File: config.mk
export PLATFORM = sky130hd
export DESIGN_NAME = per_channel_median_of_three_core_flat
export DESIGN_NICKNAME = d
export VERILOG_FILES = /design/src/rtl/core/pm3_pkg.sv /design/src/rtl/core/pm3_if.sv /design/src/rtl/core/pm3_cfg.sv /design/src/rtl/core/pm3_store.sv /design/src/rtl/core/pm3_median.sv /design/src/rtl/core/per_channel_median_of_three_core.sv /design/src/flat_wrapper.sv
export SDC_FILE = /design/constraint.sdc
export NUM_CORES = 1
export LEC_CHECK = 0
export BUFFER_PORTS_ARGS = -buffer_cell sky130_fd_sc_hd__buf_2
export CORE_ASPECT_RATIO = 1.2
export CORE_MARGIN = 2
export CORE_UTILIZATION = 61
export DETAILED_ROUTE_END_ITERATION = 7
export GPL_ROUTABILITY_DRIVEN = 0
export PLACE_DENSITY = 0.88
export REMOVE_ABC_BUFFERS = 1
export SLEW_MARGIN = 25
export SYNTH_ARGS = -nofsm -noshare
export SYNTH_HDL_FRONTEND = slang
export SYNTH_HIERARCHICAL = 1
export SYNTH_SLANG_ARGS = --single-unit
File: constraint.sdc
create_clock -name clk -period 6.75 [get_ports clk]
set_input_delay 1.6875 -clock clk [delete_from_list [all_inputs] [get_ports clk]]
set_output_delay 1.6875 -clock clk [all_outputs]
set_load 0.1 [all_outputs]
File: src/rtl/core/pm3_pkg.sv
// Shared types and constants of the per-channel median-of-three core.
// No dependencies; every other file of the core uses this package.
package pm3_pkg;

  // Fixed widths of the transaction fields and of the configuration port.
  localparam int CHANNEL_W  = 4;
  localparam int READING_W  = 10;
  localparam int MASK_W     = 16;
  localparam int APB_DATA_W = 32;
  localparam int APB_ADDR_W = 3;

  // Register map.
  localparam logic [APB_ADDR_W-1:0] ADDR_ENABLE_MASK = 3'd0;

  // Group count codes: which slot the next reading of a channel fills.
  localparam int GROUP_SIZE = 3;
  localparam logic [1:0] SLOT_FIRST  = 2'd0;
  localparam logic [1:0] SLOT_SECOND = 2'd1;
  localparam logic [1:0] SLOT_THIRD  = 2'd2;

  // Control that travels with a reading from the store stage to the median stage.
  typedef struct packed {
    logic                 valid;
    logic [CHANNEL_W-1:0] channel;
  } pm3_tag_t;

endpackage

File: src/rtl/core/pm3_if.sv
// Valid/ready channel interfaces for the reading input and the median output.
// Depends on pm3_pkg for the field widths.
interface pm3_in_if;
  logic                             valid;
  logic                             ready;
  logic [pm3_pkg::CHANNEL_W-1:0]    channel;
  logic [pm3_pkg::READING_W-1:0]    reading;

  modport source (output valid, output channel, output reading, input ready);
  modport sink (input valid, input channel, input reading, output ready);
endinterface

interface pm3_out_if;
  logic                             valid;
  logic                             ready;
  logic [pm3_pkg::CHANNEL_W-1:0]    out_channel;
  logic [pm3_pkg::READING_W-1:0]    median;

  modport source (output valid, output out_channel, output median, input ready);
  modport sink (input valid, input out_channel, input median, output ready);
endinterface

File: src/rtl/core/pm3_cfg.sv
// APB-style register file holding the channel enable mask.
// Depends on pm3_pkg for the register map and port widths.
module pm3_cfg (
  input  logic                           clk,
  input  logic                           rst,
  input  logic                           psel,
  input  logic                           penable,
  input  logic                           pwrite,
  input  logic [pm3_pkg::APB_ADDR_W-1:0] paddr,
  input  logic [pm3_pkg::APB_DATA_W-1:0] pwdata,
  output logic [pm3_pkg::APB_DATA_W-1:0] prdata,
  output logic                           pready,
  output logic [pm3_pkg::MASK_W-1:0]     enable_mask
);
  import pm3_pkg::*;

  logic wr_en;

  assign pready = 1'b1;
  assign wr_en  = psel && penable && pwrite && pready;

  always_ff @(posedge clk) begin
    if (rst) begin
      enable_mask <= '0;
    end else if (wr_en && (paddr == ADDR_ENABLE_MASK)) begin
      enable_mask <= pwdata[MASK_W-1:0];
    end
  end

  always_comb begin
    prdata = '0;
    if (paddr == ADDR_ENABLE_MASK) begin
      prdata = {{(APB_DATA_W-MASK_W){1'b0}}, enable_mask};
    end
  end

endmodule

File: src/rtl/core/pm3_store.sv
// Input stage: enable check, per-channel group counts and the two held-reading
// memories, registered into the stage that forms the median. Depends on pm3_pkg.
module pm3_store #(
  parameter int CHANNELS    = 16,
  parameter int SAMPLE_BITS = 10
) (
  input  logic                          clk,
  input  logic                          rst,
  input  logic                          in_valid,
  output logic                          in_ready,
  input  logic [pm3_pkg::CHANNEL_W-1:0] in_channel,
  input  logic [pm3_pkg::READING_W-1:0] in_reading,
  input  logic [pm3_pkg::MASK_W-1:0]    enable_mask,
  input  logic                          downstream_free,
  output pm3_pkg::pm3_tag_t             tag,
  output logic [SAMPLE_BITS-1:0]        latest,
  output logic [SAMPLE_BITS-1:0]        held_first_q,
  output logic [SAMPLE_BITS-1:0]        held_second_q
);
  import pm3_pkg::*;

  localparam int CH_W = (CHANNELS > 1) ? $clog2(CHANNELS) : 1;

  logic [1:0]             group_count [CHANNELS];
  logic [SAMPLE_BITS-1:0] held_first  [CHANNELS];
  logic [SAMPLE_BITS-1:0] held_second [CHANNELS];

  logic [CH_W-1:0]        ch_idx;
  logic [SAMPLE_BITS-1:0] sample;
  logic                   accept;
  logic                   enabled;
  logic [1:0]             slot;
  logic [1:0]             slot_next;
  logic                   wr_first;
  logic                   wr_second;
  logic                   completes;

  assign in_ready = !tag.valid || downstream_free;
  assign accept   = in_valid && in_ready;
  assign ch_idx   = CH_W'(in_channel);
  assign sample   = SAMPLE_BITS'(in_reading);
  assign enabled  = (int'(in_channel) < CHANNELS) && enable_mask[in_channel];
  assign slot     = group_count[ch_idx];

  always_comb begin
    slot_next = SLOT_SECOND;
    wr_first  = 1'b0;
    wr_second = 1'b0;
    completes = 1'b0;
    case (slot)
      SLOT_FIRST: begin
        wr_first  = 1'b1;
        slot_next = SLOT_SECOND;
      end
      SLOT_SECOND: begin
        wr_second = 1'b1;
        slot_next = SLOT_THIRD;
      end
      SLOT_THIRD: begin
        completes = 1'b1;
        slot_next = SLOT_FIRST;
      end
      default: begin
        wr_first  = 1'b1;
        slot_next = SLOT_SECOND;
      end
    endcase
  end

  always_ff @(posedge clk) begin
    if (rst) begin
      for (int i = 0; i < CHANNELS; i++) begin
        group_count[i] <= SLOT_FIRST;
      end
    end else if (accept && enabled) begin
      group_count[ch_idx] <= slot_next;
    end
  end

  // The third reading of a group is never stored; it goes straight to the
  // median stage next to the two readings read here.
  always_ff @(posedge clk) begin
    if (accept) begin
      held_first_q  <= held_first[ch_idx];
      held_second_q <= held_second[ch_idx];
      if (enabled && wr_first) begin
        held_first[ch_idx] <= sample;
      end
      if (enabled && wr_second) begin
        held_second[ch_idx] <= sample;
      end
    end
  end

  always_ff @(posedge clk) begin
    if (rst) begin
      tag.valid <= 1'b0;
    end else if (accept) begin
      tag.valid <= enabled && completes;
    end else if (downstream_free) begin
      tag.valid <= 1'b0;
    end
  end

  always_ff @(posedge clk) begin
    if (accept) begin
      tag.channel <= in_channel;
      latest      <= sample;
    end
  end

endmodule

File: src/rtl/core/pm3_median.sv
// Median-of-three compare network feeding the output register.
// Depends on pm3_pkg for the tag type and the output field widths.
module pm3_median #(
  parameter int SAMPLE_BITS = 10
) (
  input  logic                          clk,
  input  logic                          rst,
  input  pm3_pkg::pm3_tag_t             tag,
  input  logic [SAMPLE_BITS-1:0]        latest,
  input  logic [SAMPLE_BITS-1:0]        held_first_q,
  input  logic [SAMPLE_BITS-1:0]        held_second_q,
  output logic                          downstream_free,
  output logic                          out_valid,
  input  logic                          out_ready,
  output logic [pm3_pkg::CHANNEL_W-1:0] out_channel,
  output logic [pm3_pkg::READING_W-1:0] median
);
  import pm3_pkg::*;

  logic [SAMPLE_BITS-1:0] lo_ab;
  logic [SAMPLE_BITS-1:0] hi_ab;
  logic [SAMPLE_BITS-1:0] lo_hic;
  logic [SAMPLE_BITS-1:0] mid;

  // median(a, b, c) = max(min(a, b), min(max(a, b), c)); ties give the shared value.
  always_comb begin
    lo_ab  = (held_first_q <= held_second_q) ? held_first_q : held_second_q;
    hi_ab  = (held_first_q <= held_second_q) ? held_second_q : held_first_q;
    lo_hic = (hi_ab <= latest) ? hi_ab : latest;
    mid    = (lo_ab >= lo_hic) ? lo_ab : lo_hic;
  end

  assign downstream_free = !out_valid || out_ready;

  always_ff @(posedge clk) begin
    if (rst) begin
      out_valid <= 1'b0;
    end else if (downstream_free) begin
      out_valid <= tag.valid;
    end
  end

  always_ff @(posedge clk) begin
    if (downstream_free && tag.valid) begin
      out_channel <= tag.channel;
      median      <= READING_W'(mid);
    end
  end

endmodule

File: src/rtl/core/per_channel_median_of_three_core.sv
// Top level of the per-channel median-of-three core.
// Depends on pm3_pkg, pm3_if, pm3_cfg, pm3_store and pm3_median.
//
//   Port      | Direction | Fields                 | Handshake
//   ----------+-----------+------------------------+-----------------------
//   samples   | in        | channel, reading       | valid/ready
//   results   | out       | out_channel, median    | valid/ready
//   APB       | in        | enable_mask            | psel/penable, pready=1
//
// One reading is accepted every cycle while samples.ready is high. A reading
// that completes a group of three gives its transaction on results through
// the median-stage register, loaded with the held readings of its channel,
// then the compare network into the output register. Others give nothing.
// Synchronous reset clears the group counts, the enable mask and all valids.
// samples.ready falls only while both the median stage and the output
// register hold results and results.ready is low.
module per_channel_median_of_three_core #(
  parameter int CHANNELS    = 16,
  parameter int SAMPLE_BITS = 10
) (
  input  logic                           clk,
  input  logic                           rst,
  pm3_in_if.sink                         samples,
  pm3_out_if.source                      results,
  input  logic                           psel,
  input  logic                           penable,
  input  logic                           pwrite,
  input  logic [pm3_pkg::APB_ADDR_W-1:0] paddr,
  input  logic [pm3_pkg::APB_DATA_W-1:0] pwdata,
  output logic [pm3_pkg::APB_DATA_W-1:0] prdata,
  output logic                           pready
);
  import pm3_pkg::*;

  logic [MASK_W-1:0]      enable_mask;
  logic                   downstream_free;
  pm3_tag_t               tag;
  logic [SAMPLE_BITS-1:0] latest;
  logic [SAMPLE_BITS-1:0] held_first_q;
  logic [SAMPLE_BITS-1:0] held_second_q;

  pm3_cfg u_cfg (
    .clk         (clk),
    .rst         (rst),
    .psel        (psel),
    .penable     (penable),
    .pwrite      (pwrite),
    .paddr       (paddr),
    .pwdata      (pwdata),
    .prdata      (prdata),
    .pready      (pready),
    .enable_mask (enable_mask)
  );

  pm3_store #(
    .CHANNELS    (CHANNELS),
    .SAMPLE_BITS (SAMPLE_BITS)
  ) u_store (
    .clk             (clk),
    .rst             (rst),
    .in_valid        (samples.valid),
    .in_ready        (samples.ready),
    .in_channel      (samples.channel),
    .in_reading      (samples.reading),
    .enable_mask     (enable_mask),
    .downstream_free (downstream_free),
    .tag             (tag),
    .latest          (latest),
    .held_first_q    (held_first_q),
    .held_second_q   (held_second_q)
  );

  pm3_median #(
    .SAMPLE_BITS (SAMPLE_BITS)
  ) u_median (
    .clk             (clk),
    .rst             (rst),
    .tag             (tag),
    .latest          (latest),
    .held_first_q    (held_first_q),
    .held_second_q   (held_second_q),
    .downstream_free (downstream_free),
    .out_valid       (results.valid),
    .out_ready       (results.ready),
    .out_channel     (results.out_channel),
    .median          (results.median)
  );

endmodule
File: src/flat_wrapper.sv
// flat-port wrapper written by rule: the top's interface ports become plain ports
module per_channel_median_of_three_core_flat import pm3_pkg::*;
#(
  parameter int CHANNELS    = 16,
  parameter int SAMPLE_BITS = 10
)
  (clk, rst, psel, penable, pwrite, paddr, pwdata, prdata, pready, samples_valid, samples_channel, samples_reading, samples_ready, results_valid, results_out_channel, results_median, results_ready);
  pm3_in_if samples_i ();
  pm3_out_if results_i ();
  input  logic clk;
  input  logic rst;
  input  logic psel;
  input  logic penable;
  input  logic pwrite;
  input  logic [pm3_pkg::APB_ADDR_W-1:0] paddr;
  input  logic [pm3_pkg::APB_DATA_W-1:0] pwdata;
  output logic [pm3_pkg::APB_DATA_W-1:0] prdata;
  output logic pready;
  input wire logic [$bits(samples_i.valid)-1:0] samples_valid;
  input wire logic [$bits(samples_i.channel)-1:0] samples_channel;
  input wire logic [$bits(samples_i.reading)-1:0] samples_reading;
  output wire logic [$bits(samples_i.ready)-1:0] samples_ready;
  output wire logic [$bits(results_i.valid)-1:0] results_valid;
  output wire logic [$bits(results_i.out_channel)-1:0] results_out_channel;
  output wire logic [$bits(results_i.median)-1:0] results_median;
  input wire logic [$bits(results_i.ready)-1:0] results_ready;
  assign samples_i.valid = samples_valid;
  assign samples_i.channel = samples_channel;
  assign samples_i.reading = samples_reading;
  assign samples_ready = samples_i.ready;
  assign results_valid = results_i.valid;
  assign results_out_channel = results_i.out_channel;
  assign results_median = results_i.median;
  assign results_i.ready = results_ready;
  per_channel_median_of_three_core #(.CHANNELS(CHANNELS), .SAMPLE_BITS(SAMPLE_BITS)) u_core (.clk(clk), .rst(rst), .samples(samples_i), .results(results_i), .psel(psel), .penable(penable), .pwrite(pwrite), .paddr(paddr), .pwdata(pwdata), .prdata(prdata), .pready(pready));
endmodule
==> run_results.csv, run 1 <==
group,metric,value,unit
placed_design,hpwlAfterDp,24.15,mm
power_and_ir_drop,power_density,289.3,nW/um2
clock_network,cts_setup_buffers,0,
worst_setup_path,cpMaxStageDelayCell,"mux2i_2",
worst_hold_path,worstHoldStart,"u_core/u_store/tag[1]$_DFFE_PP_",
route,drc,0,
clock_network,cts_hold_buf,0,
worst_setup_path,path_cells,"ha_1, nand4_1, nor3_1, o41a_1, buf_12, mux2i_1, ha_1, a21o_1, a21o_1, a2111oi_2, or3_1, buf_4, mux2i_1, ha_1, o211ai_1, a21oi_2, a2111oi_4, o32ai_2, mux2i_2, a222oi_1",
route,viasPerCell,6.690,
sta,fin_ws,0.4036,ns
die,die_area,31290,um2
clock_network,root_buffer,"clkbuf_16",
worst_setup_path,worstSetupPathType,"register to register",
worst_setup_path,cpMostUsedCell,"ha_1",
layout,final_util,68.40,%
sta,fin_skew,0.01236,ns
route,dr.pass1.iters,7,
worst_setup_path,path_max_fanout,20,
worst_setup_path,cp-end-kind,"register",
grt,use_met3,4.138,%
worst_setup_path,r2r-start,"u_core/u_store/held_first_q[9]$_DFFE_PP_",
layout,antennaDiodeCount,0,
worst_setup_path,r2r_slack,0.40,ns
logic_synthesis,synth_edf_count,400,
layout,final_cells,1488,
grt,grt_pass1_wl,62.29,mm
logic_synthesis,synth_area,18230,um2
logic_synthesis,synth_top_flop_cell,"edfxtp_1",
logic_synthesis,synth_seq_cells,418,
die,num_io_pins,105,
route,drt-total-wl,40.90,mm
sta,clock.fmax,0.1576,GHz
route,drt-initial-drc-count,1471,
logic_synthesis,yosys_warnings,6,
worst_setup_path,slowest_delay,0.51,ns
grt,grt_use_total,26.79,%
clock_network,cts_resized,0,
placed_design,portBuffers,71,
clock_network,insertion_delay,0.54,ns
grt,busiest_layer,"met2",
layout,layout_common_cells,"edfxtp_1 (400), mux4_2 (111), buf_2 (69)",
clock_network,cts_tree,"built",
power_and_ir_drop,p_leak,6.782,nW
grt,grt-ovfl-total,0,
logic_synthesis,yosysUniqueCellTypes,60,
logic_synthesis,avgSynthCellArea,18.53,um2
route,wl_per_cell,27.49,um
sta,rsz0062_at_grt,"no",
sta,fin_tns_setup,0,ns
layout,final_common_cell,"edfxtp_1",
clock_network,cts_buffer_depth,3,
die,start_util,61.74,%
grt,grt_use_met2,44.67,%
grt,grt_pass1_vias,10030,
logic_synthesis,synthArstFlopShare,0,%
power_and_ir_drop,vdd_drop_max,0.0001736,V
route,antenna_left,0,
outcome,status,"finished, final reports clean",
clock_network,path_clk_slew,0.06,ns
route,vias,9954,
logic_synthesis,yosysSeqAreaShare,67.87,%
sta,worst_pin_slew,0.9381,ns
worst_setup_path,crit_buf_inv,2,
layout,area_delta_synth_final,10.78,%
placed_design,dp_slack,0.6443,ns
clock_network,cts_buffers,39,
worst_setup_path,worst_ep_arrival_time,6.58,ns
clock_network,htree_levels,2,
worst_hold_path,hold_path.class,"register to register",
sta,finalCritPeriodShare,94.02,%
grt,grt_use_met1,36.43,%
sta,holdWs,0.4165,ns
worst_setup_path,crit_start,"u_core/u_store/held_first_q[9]$_DFFE_PP_",
worst_setup_path,crit_family,"compound AO/OA/AOI/OAI gates",
worst_setup_path,start_kind,"register",
sta,drv_slew,0,
sta,period_minus_slack,6.346,ns
layout,drive_gt1_share,27.23,%
grt,grt_max_degree,64,
sta,hold_viol,0,
sta,setup_violations,0,
layout,fin_nets,1160,
clock_network,cts_sinks,418,
grt,antenna_found_initial,0,
die,die_y,193.4,um
die,row_count,69,
placed_design,dp.cells,1420,
layout,num-fill-cells,1745,
die,die_w,161.8,um
sta,relSlewSlack,37.46,%
job,cap_violations,0,
die,core,29530,um2
logic_synthesis,synthCells,984,
worst_setup_path,cp.required,6.99,ns
==> Yosys cell counts, drive strengths merged, types with 5 or more instances <==
| cell | number | share of area, % |
|---|---|---|
| a211oi | 65 | 2.7 |
| a21oi | 9 | 0.27 |
| a222oi | 10 | 0.55 |
| and2 | 18 | 0.62 |
| buf | 64 | 2.8 |
| clkbuf | 20 | 0.41 |
| dfxtp | 18 | 2.0 |
| edfxtp | 400 | 66 |
| ha | 33 | 2.3 |
| inv | 44 | 0.91 |
| mux2i | 39 | 2.2 |
| mux4 | 112 | 14 |
| nand2 | 17 | 0.35 |
| nand2b | 41 | 1.4 |
| nand3 | 8 | 0.25 |
| nand4 | 5 | 0.21 |
| nor2 | 11 | 0.23 |
| nor2b | 8 | 0.27 |
| nor3 | 5 | 0.20 |
| o21ai | 11 | 0.32 |
| o21bai | 16 | 0.66 |
==> metrics by stage <==
| stage | cell area (um2) | power (W) |
|---|---|---|
| 2_1_floorplan | 17700 | 0.003399 |
| 5_1_grt | 20200 | 0.005996 |
| 4_1_cts | 20200 | 0.005853 |
| 3_3_place_gp | 18900 | 0.003589 |
| 6_report | 20200 | 0.005843 |
| 3_5_place_dp | 18900 | 0.003616 |
==> path summary, 6_finish.rpt <==
path	cells past startpoint	endpoint
max	20	u_core/u_median/median[9]$_DFFE_PP_
min	0	u_core/u_median/out_channel[1]$_DFFE_PP_
max reg2reg	20	u_core/u_median/median[9]$_DFFE_PP_
min reg2reg	0	u_core/u_median/out_channel[1]$_DFFE_PP_
==> routing by layer <==
metal	wire length (um)	part of all wire, %	vias to the layer above
li1	-	-	4129
met1	14920	36	5053
met2	20810	51	670
met3	3698	9.0	102
met4	1477	3.6	0
met5	0	0	-
==> power by group <==
group | switching, W | internal, W
Sequential | 0.0000150 | 0.00289
Clock | 0.000928 | 0.00133
Combinational | 0.000426 | 0.000255
Total | 0.00137 | 0.00447
==> cell families (layout without fill, tap and decap cells) <==
group	after synthesis	count (layout)	synth area share (%)
compound gates	129	129	5.621
fa+ha+maj	33	33	2.265
buf+inv	129	228	4.139
flops	418	418	67.87
mux	153	153	16.21
other cells	2	17	0.04120
simple gates	120	120	3.857
==> state kept, by name, summed over array words and instances (netlist names) <==
name and flops:
u_core/u_cfg/enable_mask 16, u_core/u_store/held_second_q 10, u_core/u_store/tag 5, u_core/u_store/held_first 160, u_core/u_median/out_valid 1, u_core/u_store/latest 10, u_core/u_median/out_channel 4, u_core/u_store/held_first_q 10
u_core/u_store/held_second 160, u_core/u_store/group_count 32, u_core/u_median/median 10
==> cell type report <==
cell class	instances	area, um2	share of cell area, %
Tap cell	390	488.0	2.416
Clock inverter	23	257.7	1.276
Timing Repair Buffer	115	706.9	3.500
Clock buffer	45	1041	5.155
Sequential cell	418	12370	61.26
Multi-Input combinational cell	452	5161	25.56
Inverter	45	168.9	0.8364
Note: power is estimated with default switching activity, not from simulation.
==> inputs of run 2 (changes only) <==
--- a/config.mk
+++ b/config.mk
@@ -8,10 +8,10 @@
 export BUFFER_PORTS_ARGS = -buffer_cell sky130_fd_sc_hd__buf_2
 export CORE_ASPECT_RATIO = 1.2
 export CORE_MARGIN = 2
-export CORE_UTILIZATION = 61
+export CORE_UTILIZATION = 66
 export DETAILED_ROUTE_END_ITERATION = 7
 export GPL_ROUTABILITY_DRIVEN = 0
-export PLACE_DENSITY = 0.88
+export PLACE_DENSITY = 0.93
 export REMOVE_ABC_BUFFERS = 1
 export SLEW_MARGIN = 25
 export SYNTH_ARGS = -nofsm -noshare
==> constraint.sdc (replaced) <==
create_clock -name clk -period 8 [get_ports clk]
set_input_delay 2 -clock clk [delete_from_list [all_inputs] [get_ports clk]]
set_output_delay 2 -clock clk [all_outputs]
set_load 0.1 [all_outputs]
==> run 2 against run 1 <==
Net effect: maximum frequency shrank 13%; largest power group unchanged; worst setup slack gained 0.32 ns; largest cell class unchanged; register-to-register slack gained 0.32 ns; global-route usage grew 3.1 points; highest routed layer unchanged; non-clock buffer count shrank 5; final cell count shrank 3.4%; first-iteration DRC count shrank 6.9%; sequential cell count is the same; cell area shrank 0.86%.
==> run_results.csv, run 2 (same netlist as run 1, synthesis figures left out) <==
group,metric,value,unit
power_and_ir_drop,power_density,241.2,nW/um2
worst_setup_path,worstSetupPathType,"register to register",
worst_setup_path,cp.required,8.23,ns
clock_network,cts_tree,"built",
clock_network,insertion_delay,0.53,ns
sta,drv_slew,0,
worst_setup_path,cp-end-kind,"register",
clock_network,cts_hold_buf,0,
sta,worst_pin_slew,1.035,ns
grt,grt_use_total,29.89,%
die,core,27170,um2
die,die_y,186.1,um
layout,fin_nets,1155,
grt,grt-ovfl-total,0,
worst_setup_path,worst_ep_arrival_time,7.50,ns
die,die_area,28970,um2
worst_hold_path,hold_path.class,"register to register",
die,row_count,66,
sta,hold_viol,0,
outcome,status,"finished, final reports clean",
layout,drive_gt1_share,27.16,%
clock_network,cts_buffer_depth,3,
route,vias,10130,
grt,grt_pass1_vias,9966,
power_and_ir_drop,switching_power,0.001172,W
layout,layout_common_cells,"edfxtp_1 (400), mux4_2 (111), buf_2 (69)",
clock_network,cts_sinks,418,
route,wl_met2,21.93,mm
power_and_ir_drop,vdd_drop_max,0.0001530,V
sta,setup_violations,0,
clock_network,path_clk_slew,0.07,ns
placed_design,portBuffers,71,
power_and_ir_drop,comb_power_share,12.0,%
route,wl_per_cell,29.51,um
layout,area_delta_synth_final,9.828,%
layout,antennaDiodeCount,0,
route,routed.top_layer,"met4",
route,drt-total-wl,42.40,mm
worst_setup_path,start_kind,"register",
clock_network,htree_levels,2,
clock_network,cts_resized,0,
die,num_io_pins,105,
power_and_ir_drop,p_leak,6.725,nW
sta,period_minus_slack,7.272,ns
layout,top_regs,"u_core/u_store/held_first: 160 flops, u_core/u_store/held_second: 160 flops, u_core/u_store/group_count: 32 flops",
placed_design,hpwlAfterDp,24.24,mm
route,wl_met1,15.27,mm
sta,finalCritPeriodShare,90.90,%
power_and_ir_drop,intPower,0.003656,W
sta,fin_ws,0.7281,ns
job,cap_violations,0,
worst_setup_path,path_cells,"inv_1, ha_1, nand4_1, nor3_1, o41a_1, buf_4, mux2i_1, ha_1, a21o_1, a2111oi_2, or3_1, mux2i_1, ha_1, a2111o_1, a2111oi_4, or2_2, nor2b_1, a222oi_1",
power_and_ir_drop,total_power,0.004828,W
worst_setup_path,cpMostUsedCell,"ha_1",
clock_network,root_buffer,"clkbuf_16",
layout,final_common_cell,"edfxtp_1",
worst_setup_path,slowest_delay,0.87,ns
sta,fin_tns_setup,0,ns
power_and_ir_drop,p_seq_share,50.7,%
route,antenna_left,0,
sta,rsz0062_at_grt,"no",
sta,fin_skew,0.02271,ns
power_and_ir_drop,pwr-share-clk,37.2,%
power_and_ir_drop,power.share.switching,24.27,%
route,drt-initial-drc-count,1370,
grt,grt_pass1_wl,63.22,mm
clock_network,cts_setup_buffers,0,
grt,antenna_found_initial,1,
die,start_util,67.10,%
route,viasPerCell,7.046,
die,die_w,155.7,um
route,wl_met3,3.623,mm
worst_setup_path,cpMaxStageDelayCell,"o41a_1",
route,drc,0,
placed_design,dp_slack,1.118,ns
worst_setup_path,path_max_fanout,20,
grt,grt_max_degree,74,
sta,relSlewSlack,31.00,%
sta,clock.fmax,0.1375,GHz
clock_network,cts_buffers,39,
route,dr.pass1.iters,5,
run 2: cell types whose count changed in the layout (fill, tap and decap cells not counted), moves of 2 or more:
| cell | delta |
|---|---|
| clkinv_1 | -4 |
| bufinv_16 | -3 |
| inv_6 | +2 |
| clkbuf_16 | -2 |
| buf_4 | -5 |
| clkbuf_1 | +4 |
| clkinv_2 | +4 |
run 2: per-stage QoR:
step | cells | cell area, um2 | utilization (%) | hold slack, ns
floorplan | 915 | 17700 | - | 0.4003
global placement | 1365 | 18780 | 69.14 | 0.4039
detailed placement | 1365 | 18780 | 69.14 | 0.4135
CTS | 1437 | 20010 | 73.65 | 0.4334
global route | 1437 | 20020 | 73.69 | 0.4391
finish | 1437 | 20020 | 73.69 | 0.4320
run 2: worst max-delay path, delay by kind of cell (launching register included):
kind,cells,cell delay [ns]
simple gates,5,2.00
fa+ha+maj,3,0.92
mux,2,0.56
buf+inv,2,0.46
flops,1,0.39
compound gates,6,2.62
run 2: worst paths after layout:
path / to / slack, ns / depth (start not counted) / start
worst max-delay path: u_core/u_median/median[9]$_DFFE_PP_ / 0.73 / 18 / u_core/u_store/held_second_q[5]$_DFFE_PP_
worst min-delay path: u_core/u_median/out_channel[2]$_DFFE_PP_ / 0.43 / 0 / u_core/u_store/tag[2]$_DFFE_PP_
worst max register to register: u_core/u_median/median[9]$_DFFE_PP_ / 0.73 / 18 / u_core/u_store/held_second_q[5]$_DFFE_PP_
worst min register to register: u_core/u_median/out_channel[2]$_DFFE_PP_ / 0.43 / 0 / u_core/u_store/tag[2]$_DFFE_PP_
run 2: area by class of cell:
class,count,area [um2]
clock buffers,48,1020
clock inverters,24,206.4
fillers,1379,7147
inverters,45,168.9
multi-input cells,452,5169
flip-flops and latches,418,12370
well taps,340,425.4
repair buffers,110,660.6
run 2: power by group through the flow:
stage               combinational, W  clock (W)  sequential (W)
floorplan                   0.000367          0         0.00250
global placement            0.000529          0         0.00249
detailed placement          0.000552          0         0.00250
CTS                         0.000568    0.00182         0.00245
global route                0.000612    0.00188         0.00245
finish                      0.000582    0.00180         0.00245
run 2: metal layers:
metal | up-vias | GRT usage (%)
met3 | 126 | 4.191
met2 | 752 | 51.27
met1 | 5114 | 40.11
met4 | 0 | 10.13
li1 | 4133 | -
met5 | - | 0
